===== config.mk =====
export PLATFORM = sky130hd
export DESIGN_NAME = rws_ctrl
export DESIGN_NICKNAME = d
export VERILOG_FILES = /design/src/hdl/rws_pkg.sv /design/src/hdl/rws_ctrl.sv
export SDC_FILE = /design/constraint.sdc
export NUM_CORES = 1
export LEC_CHECK = 0
export BUFFER_PORTS_ARGS = -buffer_cell sky130_fd_sc_hd__buf_2
export CORE_AREA = 2 2 39 41
export CTS_CLUSTER_SIZE = 12
export DETAILED_ROUTE_END_ITERATION = 6
export DIE_AREA = 0 0 41 43
export PLACE_DENSITY_LB_ADDON = 0.3
export SYNTH_ARGS = -nofsm -noshare
export SYNTH_HDL_FRONTEND = slang
export SYNTH_SLANG_ARGS = --single-unit
export TNS_END_PERCENT = 5

===== constraint.sdc =====
create_clock -name clock -period 2.1 [get_ports clock]
set_input_delay 0.42 -clock clock [delete_from_list [all_inputs] [get_ports clock]]
set_output_delay 0.42 -clock clock [all_outputs]
set_load 0.03 [all_outputs]

===== src/hdl/rws_pkg.sv =====
// Shared types and constants for the roulette wheel selector.
// Used by rws_ctrl, rws_dp and roulette_wheel_selector; depends on nothing.
package rws_pkg;

   localparam int POP_MAX = 256;
   localparam int IDX_W   = $clog2(POP_MAX);
   localparam int CNT_W   = $clog2(POP_MAX + 1);
   localparam int FIT_W   = 16;
   localparam int DRAW_W  = 16;
   localparam int TOT_W   = FIT_W + IDX_W;
   localparam int TGT_W   = DRAW_W + TOT_W;
   localparam int SIZE_W  = 9;
   localparam int EIDX_W  = 8;
   localparam int OUT_W   = 8;
   localparam int CSR_AW  = 3;
   localparam int CSR_DW  = 32;

   localparam logic ACT_WRITE  = 1'b0;
   localparam logic ACT_SELECT = 1'b1;

   localparam logic [CSR_AW-1:0] CSR_POP_SIZE = CSR_AW'(0);
   localparam logic [SIZE_W-1:0] POP_SIZE_RST = SIZE_W'(256);

   typedef struct packed {
      logic write_mem;
      logic capture;
      logic issue;
      logic sum;
      logic walk;
      logic mul;
      logic take_last;
      logic emit;
   } rws_cmd_type;

   typedef struct packed {
      logic issue_done;
      logic rd_valid;
      logic hit;
      logic out_free;
   } rws_stat_type;

endpackage


===== src/hdl/rws_ctrl.sv =====
// Sequencer for the roulette wheel selector: accepts transactions and
// steps the datapath through the sum pass, multiply and prefix walk. Uses rws_pkg.
module rws_ctrl (
   input  logic                  clock,
   input  logic                  reset,
   input  logic                  req_valid,
   input  logic                  req_action,
   output logic                  req_ready,
   input  rws_pkg::rws_stat_type stat,
   output rws_pkg::rws_cmd_type  cmd
);
   import rws_pkg::*;

   typedef enum logic [5:0] {
      ST_IDLE = 6'b000001,
      ST_SUM  = 6'b000010,
      ST_MUL  = 6'b000100,
      ST_WALK = 6'b001000,
      ST_DONE = 6'b010000,
      ST_SPARE = 6'b100000
   } state_type;

   state_type state_ff, state_in;

   always_comb begin
      state_in  = state_ff;
      cmd       = '0;
      req_ready = 1'b0;
      unique case (state_ff)
         ST_IDLE: begin
            req_ready = 1'b1;
            if (req_valid) begin
               if (req_action == ACT_SELECT) begin
                  cmd.capture = 1'b1;
                  state_in    = ST_SUM;
               end else begin
                  cmd.write_mem = 1'b1;
               end
            end
         end
         ST_SUM: begin
            cmd.sum = 1'b1;
            if (stat.issue_done) begin
               state_in = ST_MUL;
            end else begin
               cmd.issue = 1'b1;
            end
         end
         ST_MUL: begin
            cmd.mul  = 1'b1;
            state_in = ST_WALK;
         end
         ST_WALK: begin
            cmd.walk = 1'b1;
            priority if (stat.hit) begin
               state_in = ST_DONE;
            end else if (stat.issue_done && !stat.rd_valid) begin
               cmd.take_last = 1'b1;
               state_in      = ST_DONE;
            end else if (!stat.issue_done) begin
               cmd.issue = 1'b1;
            end else begin
               state_in = ST_WALK;
            end
         end
         ST_DONE: begin
            if (stat.out_free) begin
               cmd.emit = 1'b1;
               state_in = ST_IDLE;
            end
         end
         default: begin
            state_in = ST_IDLE;
         end
      endcase
   end

   always_ff @(posedge clock) begin
      if (reset) begin
         state_ff <= ST_IDLE;
      end else begin
         state_ff <= state_in;
      end
   end

endmodule


==> flow_metrics.env, run 1 <==
export IMPL_status="completed"
export IMPL_start_util_pct=24.77
export IMPL_syn_instance_count=45
export IMPL_grt_usage_pct=10.57
export IMPL_path_clk_slew_ns=0.04
export IMPL_setup_viol=0
export IMPL_fmax_ghz=0.4936
export IMPL_wl_met1_um=385
export IMPL_die_area_um2=1763
export IMPL_final_area_um2=479.2
export IMPL_clockBufferDepth=2
export IMPL_yosysSeqAreaShare_pct=29.20
export IMPL_ant_nets=0
export IMPL_grt_overflow_total=0
export IMPL_path_cells="or3_4 -> nor3b_4 -> and3b_1 -> buf_4"
export IMPL_areaGrowthSynthToFinish_pct=39.78
export IMPL_yosysTopAreaCell="dfxtp_1"
export IMPL_final_cell_mix="buf_2, nor2_1, dfxtp_1"
export IMPL_worstHoldEndpoint="state_ff[3]"
export IMPL_hold_viol_final=0
export IMPL_core_um2=1384
export IMPL_num_vias=385
export IMPL_grt_first_pass_wirelength_um=1269
export IMPL_regMostFlops="state_ff"
export IMPL_syn_area_um2=342.8
export IMPL_p_per_area_nw_per_um2=611.6
export IMPL_crit_arrival_ns=1.61
export IMPL_portBuffers=16
export IMPL_yosysTopAreaCellShare_pct=29.20
export IMPL_final_util_pct=34.63
export IMPL_grt_max_degree=9
export IMPL_antenna_cells=0
export IMPL_met3_length_um=45
export IMPL_die_x_um=41
export IMPL_maxSlewViolCount=0
export IMPL_area_sequential_um2=101.3
export IMPL_dr_max_layer_used="met3"
export IMPL_min_period_over_period_pct=96.48
export IMPL_r2r_setup_slack_ns=0.52
export IMPL_ioPinCount=17
export IMPL_synth_area_per_cell_um2=7.618
export IMPL_clock_latency_ns=0.24
export IMPL_cts_tree="built"
export IMPL_ctsHoldBuffers=0
export IMPL_first_pass_iters=4
export IMPL_place_gp_congestion=0.7050
export IMPL_antenna_found_initial=0
export IMPL_drive_above_1_share_pct=39.06
export IMPL_multi_input_area_um2=241.5
export IMPL_largest_register_ffs=5
export IMPL_max_stage_delay_ns=0.43
export IMPL_drc_errors=0
export IMPL_worstMarginPinSlew_ns=0.3693
export IMPL_skew_ns=0.004475
export IMPL_vias_per_cell=4.813
export IMPL_wirelength_um=833
export IMPL_slew_headroom_pct=75.23
export IMPL_drt_iter0_drc=5
export IMPL_clock_sinks=5
export IMPL_placed_area_um2=444.2
export IMPL_irDropWorstVdd_v=0.0003197
export IMPL_synth_area_top_cells="dfxtp_1, nor2_1, nand2b_1, and3b_1, a21oi_1"
export IMPL_wl_per_cell_um=10.41
export IMPL_r2r_cells=4
export IMPL_path_max_fanout=8
export IMPL_hpwl_um=694.1
export IMPL_root_buffer="clkbuf_4"
export IMPL_die_h_um=43
export IMPL_yosysUniqueCellTypes=26
export IMPL_cts_buffers=3
export IMPL_fillers=160
export IMPL_final_common_cell="buf_2"
export IMPL_cp_slowest_cell="or3_4"
export IMPL_reg2reg_from="state_ff[4]"
export IMPL_wl_met2_um=401
export IMPL_layout_nets=73
export IMPL_h_tree_depth=1
export IMPL_min_path_cells=2
export IMPL_start_kind="register"
export IMPL_p_leak_nw=0.2133
export IMPL_r2r_end="state_ff[0]"
export IMPL_cp_end_kind="output pin"
export IMPL_min_period_ns=2.026
export IMPL_post_place_cells=76
export IMPL_min_from="reset"
export IMPL_critPathRequiredTime_ns=1.68
export IMPL_instances_no_fill=80
export IMPL_grt_pass1_vias=332
export IMPL_rsz0062_at_grt="false"
export IMPL_ys_warn_count=0
export IMPL_std_cell_rows=14
export IMPL_synth_nets=53
export IMPL_hp_class="primary input to register"
export IMPL_fin_tns_setup_ns=0
export IMPL_top_regs="state_ff x5"
export IMPL_cap_violations=0
export IMPL_crit_type="register to output pin"
export IMPL_ys_ff_latch=5
export IMPL_post_cts_buffers=0
[layer usage]
metal,up-vias,track usage (%)
met1,178,12.66
met4,0,2.000
met2,9,16.88
met5,-,0
li1,198,-
met3,0,4.712
[where the power goes]
part	leakage [nW]	total [mW]	internal [mW]	switching, mW
combinational	0.157	0.0788	0.0311	0.0476
sequential	0.0411	0.109	0.100	0.00816
clock	0.0150	0.106	0.0715	0.0343
total	0.213	0.293	0.203	0.0901
[worst max-delay path, delay by kind of cell (launching register included)]
kind,cells,cell delay [ns]
DFF,1,0.35
buffers and inverters,1,0.15
and+or+nand+nor,3,0.87
[layout make-up]
type,count,share of cell area [%]
clock buffers,4,5.483
inverters,2,1.567
multi-input cells,37,50.39
flip-flops and latches,5,21.15
well taps,16,4.178
repair buffers,16,17.23
[Yosys cell counts]
| cell type | count |
|---|---|
| dfxtp_1 | 5 |
| a21oi_2 | 1 |
| a21oi_1 | 3 |
| inv_1 | 2 |
| o22ai_1 | 1 |
| nor3b_1 | 1 |
| o31ai_1 | 1 |
| a221o_1 | 1 |
| and3b_1 | 2 |
| nor2_1 | 7 |
| nand3_1 | 1 |
| or3_1 | 1 |
| nor2b_1 | 1 |
| and3_1 | 1 |
| a211oi_1 | 1 |
| and2_1 | 1 |
| nand2_1 | 3 |
| nand2b_1 | 3 |
| nor3_2 | 1 |
| buf_2 | 1 |
| or4_1 | 1 |
| nor3b_2 | 1 |
| or3b_2 | 1 |
| nor3_1 | 2 |
| xnor2_1 | 1 |
| or2_0 | 1 |
[per-stage QoR]
stage,setup WS [ns],power (mW),hold WS (ns)
after global routing,0.001859,0.3121,0.4198
after CTS,0.01551,0.2969,0.4132
after detailed placement,0.2112,0.1858,0.5716
final,0.07397,0.2931,0.4190
after floorplan,0.06593,0.1641,0.4924
after global placement,0.2589,0.1857,0.5815
[what timing repair did]
item,CTS,global route
gates resized for setup,1,3
pin swaps,0,2
setup endpoints to repair,1,1
[how the worst max path moves through the flow]
| stage | startpoint | endpoint | cells after the start |
|---|---|---|---|
| after detailed placement | state_ff[1] | cmd[1] | 4 |
| final | state_ff[1] | cmd[1] | 4 |
| after global placement | state_ff[1] | cmd[1] | 4 |
| after global routing | state_ff[1] | cmd[1] | 4 |
| after floorplan | state_ff[1] | cmd[1] | 3 |
| after CTS | state_ff[1] | cmd[1] | 4 |
[cell families (layout without fill, tap and decap cells)]
family | Yosys count | in the layout | share of synthesized area (%)
and+or+nand+nor | 28 | 28 | 48.55
DFF | 5 | 5 | 29.20
buffers and inverters | 3 | 22 | 3.649
xor gates and xnor gates | 1 | 1 | 2.555
AOI/OAI and AO/OA | 8 | 8 | 16.06
Power figures use the tool's default switching activity.
==> run 2, diff against run 1 <==
ABC_CLOCK_PERIOD_IN_PS = 2200   (was default)
clock period = 2.2 ns   (was 2.1 ns; I/O delays follow)
==> run 2 against run 1 <==
Compared with the run above:
- clock-buffer cell count unchanged
- total power shrank 5.3%
- sequential cell count unchanged
- core utilization decreased by 0.54 points
- critical path type unchanged
==> flow_metrics.env, run 2 (synthesis gave the netlist of run 1 again) <==
export IMPL_final_cell_mix="buf_2, nor2_1, dfxtp_1"
export IMPL_drt_iter0_drc=4
export IMPL_clock_sinks=5
export IMPL_skew_ns=0.0005611
export IMPL_min_period_ns=2.116
export IMPL_cts_tree="built"
export IMPL_vias_per_cell=4.753
export IMPL_portBuffers=16
export IMPL_path_cells="or3_1 -> nor3b_2 -> and3b_1 -> buf_2"
export IMPL_post_place_cells=76
export IMPL_die_h_um=43
export IMPL_drc_errors=0
export IMPL_worstHoldEndpoint="state_ff[3]"
export IMPL_fin_tns_setup_ns=0
export IMPL_num_vias=385
export IMPL_max_stage_delay_ns=0.45
export IMPL_antenna_found_initial=0
export IMPL_grt_first_pass_wirelength_um=1124
export IMPL_r2r_cells=4
export IMPL_final_area_um2=471.7
export IMPL_placed_area_um2=437.9
export IMPL_power_mw=0.2774
export IMPL_rsz0062_at_grt="false"
export IMPL_core_um2=1384
export IMPL_std_cell_rows=14
export IMPL_top_regs="state_ff x5"
export IMPL_largest_register_ffs=5
export IMPL_die_x_um=41
export IMPL_maxSlewViolCount=0
export IMPL_slew_headroom_pct=75.86
export IMPL_p_per_area_nw_per_um2=588.1
export IMPL_min_period_over_period_pct=96.19
export IMPL_irDropWorstVdd_v=0.0003059
export IMPL_dp_worst_setup_slack_ns=0.3019
export IMPL_final_common_cell="buf_2"
export IMPL_ctsHoldBuffers=0
export IMPL_grt_max_degree=9
export IMPL_instances_no_fill=81
export IMPL_grt_pass1_vias=272
export IMPL_min_from="reset"
export IMPL_hpwl_um=663.5
export IMPL_die_area_um2=1763
export IMPL_areaGrowthSynthToFinish_pct=37.59
export IMPL_grt_usage_pct=10.14
export IMPL_h_tree_depth=1
export IMPL_clock_latency_ns=0.24
export IMPL_drive_above_1_share_pct=36.92
export IMPL_wirelength_um=833
export IMPL_r2r_end="state_ff[0]"
export IMPL_regMostFlops="state_ff"
export IMPL_wl_per_cell_um=10.28
export IMPL_cp_slowest_cell="or3_1"
export IMPL_antenna_cells=0
export IMPL_status="completed"
export IMPL_setup_slack_ns=0.08386
export IMPL_min_path_cells=2
export IMPL_first_pass_iters=4
export IMPL_path_clk_slew_ns=0.04
export IMPL_start_kind="register"
export IMPL_crit_arrival_ns=1.68
export IMPL_reg2reg_from="state_ff[1]"
export IMPL_worstMarginPinSlew_ns=0.3599
export IMPL_fmax_ghz=0.4726
export IMPL_crit_type="register to output pin"
export IMPL_grt_overflow_total=0
export IMPL_fillers=160
export IMPL_cts_buffers=3
export IMPL_p_leak_nw=0.2176
export IMPL_cp_end_kind="output pin"
export IMPL_clockBufferDepth=2
export IMPL_critPathRequiredTime_ns=1.76
export IMPL_hold_viol_final=0
export IMPL_root_buffer="clkbuf_4"
export IMPL_cap_violations=0
export IMPL_place_gp_congestion=0.6417
export IMPL_start_util_pct=24.77
export IMPL_hp_class="primary input to register"
export IMPL_r2r_setup_slack_ns=0.61
export IMPL_setup_viol=0
export IMPL_ant_nets=0
export IMPL_path_max_fanout=8
export IMPL_layout_nets=74
export IMPL_ioPinCount=17
## run 2: cell count changes in the layout (fill, tap and decap cells not counted), sizes merged
cell  previous run  this run
buf             16        17
## run 2: per-stage QoR
stage / util [%] / hold slack, ns
after floorplan: - / 0.5124
after global placement: 31.65 / 0.5665
after CTS: 33.54 / 0.4287
final: 34.09 / 0.4382
after detailed placement: 31.65 / 0.5687
after global routing: 34.09 / 0.4451
## run 2: layout make-up
class	count	area, um^2	share of cell area (%)
multi-input combinational	37	230.2	48.81
clock buffer	4	26.28	5.570
sequential	5	100.1	21.22
tap	16	20.02	4.244
timing repair buffer	17	87.58	18.57
inverter	2	7.507	1.592
## run 2: worst max path at each step
stage,startpoint,to,slack [ns],cells past startpoint
floorplan,state_ff[1],cmd[1],0.02,3
finish,state_ff[1],cmd[1],0.08,4
global placement,state_ff[1],cmd[1],0.34,4
global route,state_ff[1],cmd[1],0.007,4
CTS,state_ff[1],cmd[1],0.04,4
detailed placement,state_ff[1],cmd[1],0.30,4
## run 2: layer usage
metal / routed length, um / vias up / GRT usage (%)
met2: 396 / 8 / 11.56
met4: 9 / 0 / 10.00
met1: 387 / 175 / 13.83
li1: - / 200 / -
met5: 0 / - / 0
met3: 39 / 2 / 3.141
## run 2: worst max-delay path, delay by kind of cell, from the launching register on
kind	cells	cell delay (ns)
buffers and inverters	1	0.19
DFF	1	0.37
and+or+nand+nor	3	0.89
## run 2: where the power goes
| group | internal (mW) | switching (mW) |
|---|---|---|
| Combinational | 0.0276 | 0.0436 |
| Clock | 0.0684 | 0.0356 |
| Sequential | 0.0954 | 0.00693 |
## run 2: repair_timing
item / 4_1_cts / 5_1_grt
setup buffers: 0 / 1
resized for setup: 0 / 0
endpoints found under the setup margin: 0 / 1
==> run 3, diff against run 2 <==
SETUP_SLACK_MARGIN = 0.3   (was default)
==> run 3 against run 2 <==
Compared with the run above:
- hold slack better by 0.015 ns
- clock-buffer cell count is the same
- fmax increased by 9.4%
- sequential share of layout area is 1.1 points lower
- first-iteration DRC count grew 50%
- routed wire length rose by 15%
- largest cell class unchanged
- largest power group unchanged
==> flow_metrics.env, run 3 (synthesis gave the netlist of run 1 again) <==
export IMPL_status="completed"
export IMPL_hpwl_um=665.8
export IMPL_crit_arrival_ns=1.49
export IMPL_hp_class="primary input to register"
export IMPL_grt_use_met1_pct=13.50
export IMPL_areaGrowthSynthToFinish_pct=54.38
export IMPL_grt_busiest_layer="met2"
export IMPL_cts_buffers=3
export IMPL_gr_usage_met2_pct=19.06
export IMPL_wirelength_um=959
export IMPL_first_pass_iters=2
export IMPL_largest_register_ffs=5
export IMPL_max_stage_delay_ns=0.40
export IMPL_top_regs="state_ff x5"
export IMPL_place_gp_congestion=0.6512
export IMPL_min_period_over_period_pct=87.92
export IMPL_clock_sinks=5
export IMPL_p_leak_nw=0.2390
export IMPL_path_cells="or3_4 -> nor3b_4 -> and3b_2 -> buf_6"
export IMPL_path_max_fanout=3
export IMPL_rsz0062_at_grt="true"
export IMPL_path_clk_slew_ns=0.04
export IMPL_irDropWorstVdd_v=0.0002677
export IMPL_use_met3_pct=3.141
export IMPL_p_per_area_nw_per_um2=550.3
export IMPL_vias_per_cell=4.753
export IMPL_maxSlewViolCount=0
export IMPL_start_util_pct=24.77
export IMPL_drc_errors=0
export IMPL_layout_nets=78
export IMPL_crit_family="simple AND/OR/NAND/NOR gates"
export IMPL_worstMarginPinSlew_ns=0.4289
export IMPL_fin_tns_setup_ns=0
export IMPL_cp_end_kind="output pin"
export IMPL_ioPinCount=17
export IMPL_fmax_ghz=0.5170
export IMPL_antenna_cells=0
export IMPL_hold_viol_final=0
export IMPL_std_cell_rows=14
export IMPL_skew_ns=0.002352
export IMPL_final_common_cell="buf_2"
export IMPL_critPathRequiredTime_ns=1.76
export IMPL_ctsHoldBuffers=0
export IMPL_cap_violations=0
export IMPL_fillers=156
export IMPL_h_tree_depth=1
export IMPL_drive_above_1_share_pct=47.83
export IMPL_start_kind="register"
export IMPL_slew_headroom_pct=71.23
export IMPL_grt_first_pass_wirelength_um=1442
export IMPL_regMostFlops="state_ff"
export IMPL_core_um2=1384
export IMPL_grt_pass1_vias=379
export IMPL_min_period_ns=1.934
export IMPL_grt_overflow_total=0
export IMPL_clock_latency_ns=0.24
export IMPL_grt_max_degree=9
export IMPL_ant_nets=0
export IMPL_drt_iter0_drc=6
export IMPL_final_util_pct=38.25
export IMPL_die_area_um2=1763
export IMPL_wl_per_cell_um=11.28
export IMPL_grt_usage_pct=12.15
export IMPL_crit_type="register to output pin"
export IMPL_clockBufferDepth=2
export IMPL_setup_viol=0
export IMPL_die_x_um=41
export IMPL_cp_slowest_cell="or3_4"
export IMPL_cp_num_buf_inv=1
export IMPL_root_buffer="clkbuf_4"
export IMPL_portBuffers=16
export IMPL_die_h_um=43
export IMPL_final_cell_mix="buf_2, nor2_1, buf_4"
export IMPL_num_vias=404
export IMPL_antenna_found_initial=0
export IMPL_fin_hold_ws_ns=0.4532
export IMPL_cts_tree="built"
run 3: report_power, final:
| part | leakage, nW | switching, mW | internal, mW | total, mW |
|---|---|---|---|---|
| clock network | 0.0150 | 0.0350 | 0.0684 | 0.103 |
| registers | 0.0417 | 0.00561 | 0.0964 | 0.102 |
| logic | 0.182 | 0.0497 | 0.0361 | 0.0859 |
run 3: layout make-up:
cell class                      count  area [um^2]  area share (%)
Clock buffer                        4        26.28           4.965
Inverter                            2        7.507           1.418
Multi-Input combinational cell     37        242.7           45.86
Sequential cell                     5        106.4           20.09
Tap cell                           16        20.02           3.783
Timing Repair Buffer               21        126.4           23.88
run 3: metrics by stage:
step                      cell area, um^2  std cells  total power [mW]  setup slack (ns)
after floorplan                     356.6         45            0.1597            0.2486
after global placement              451.7         76            0.1805            0.3868
after detailed placement            451.7         76            0.1799            0.3600
after CTS                           529.3         85            0.2954            0.2581
after global routing                529.3         85            0.3119            0.1648
final                               529.3         85            0.2913            0.2657
run 3: worst reg2reg max path, cell delays in order (launching register included):
cell and delay, ns:
dfxtp_2 0.32, or3_4 0.40, buf_4 0.15, nor3_2 0.21
a211oi_1 0.12, a221o_1 0.30
run 3: worst paths after layout:
kind	cells past startpoint	start	endpoint	slack, ns
max	4	state_ff[2]	cmd[1]	0.27
min	2	reset	state_ff[3]	0.45
max reg2reg	5	state_ff[2]	state_ff[0]	0.58
min reg2reg	2	state_ff[1]	state_ff[1]	0.53
run 3: per-layer routing:
| layer | up-vias | wire (um) |
|---|---|---|
| li1 | 208 | - |
| met1 | 182 | 438 |
| met4 | 0 | 0 |
| met5 | - | 0 |
| met2 | 14 | 479 |
| met3 | 0 | 41 |
run 3: timing repair:
action	4_1_cts	5_1_grt
pin swaps	3	0
resized for setup	6	0
setup buffers	5	0
setup endpoints to repair	3	6
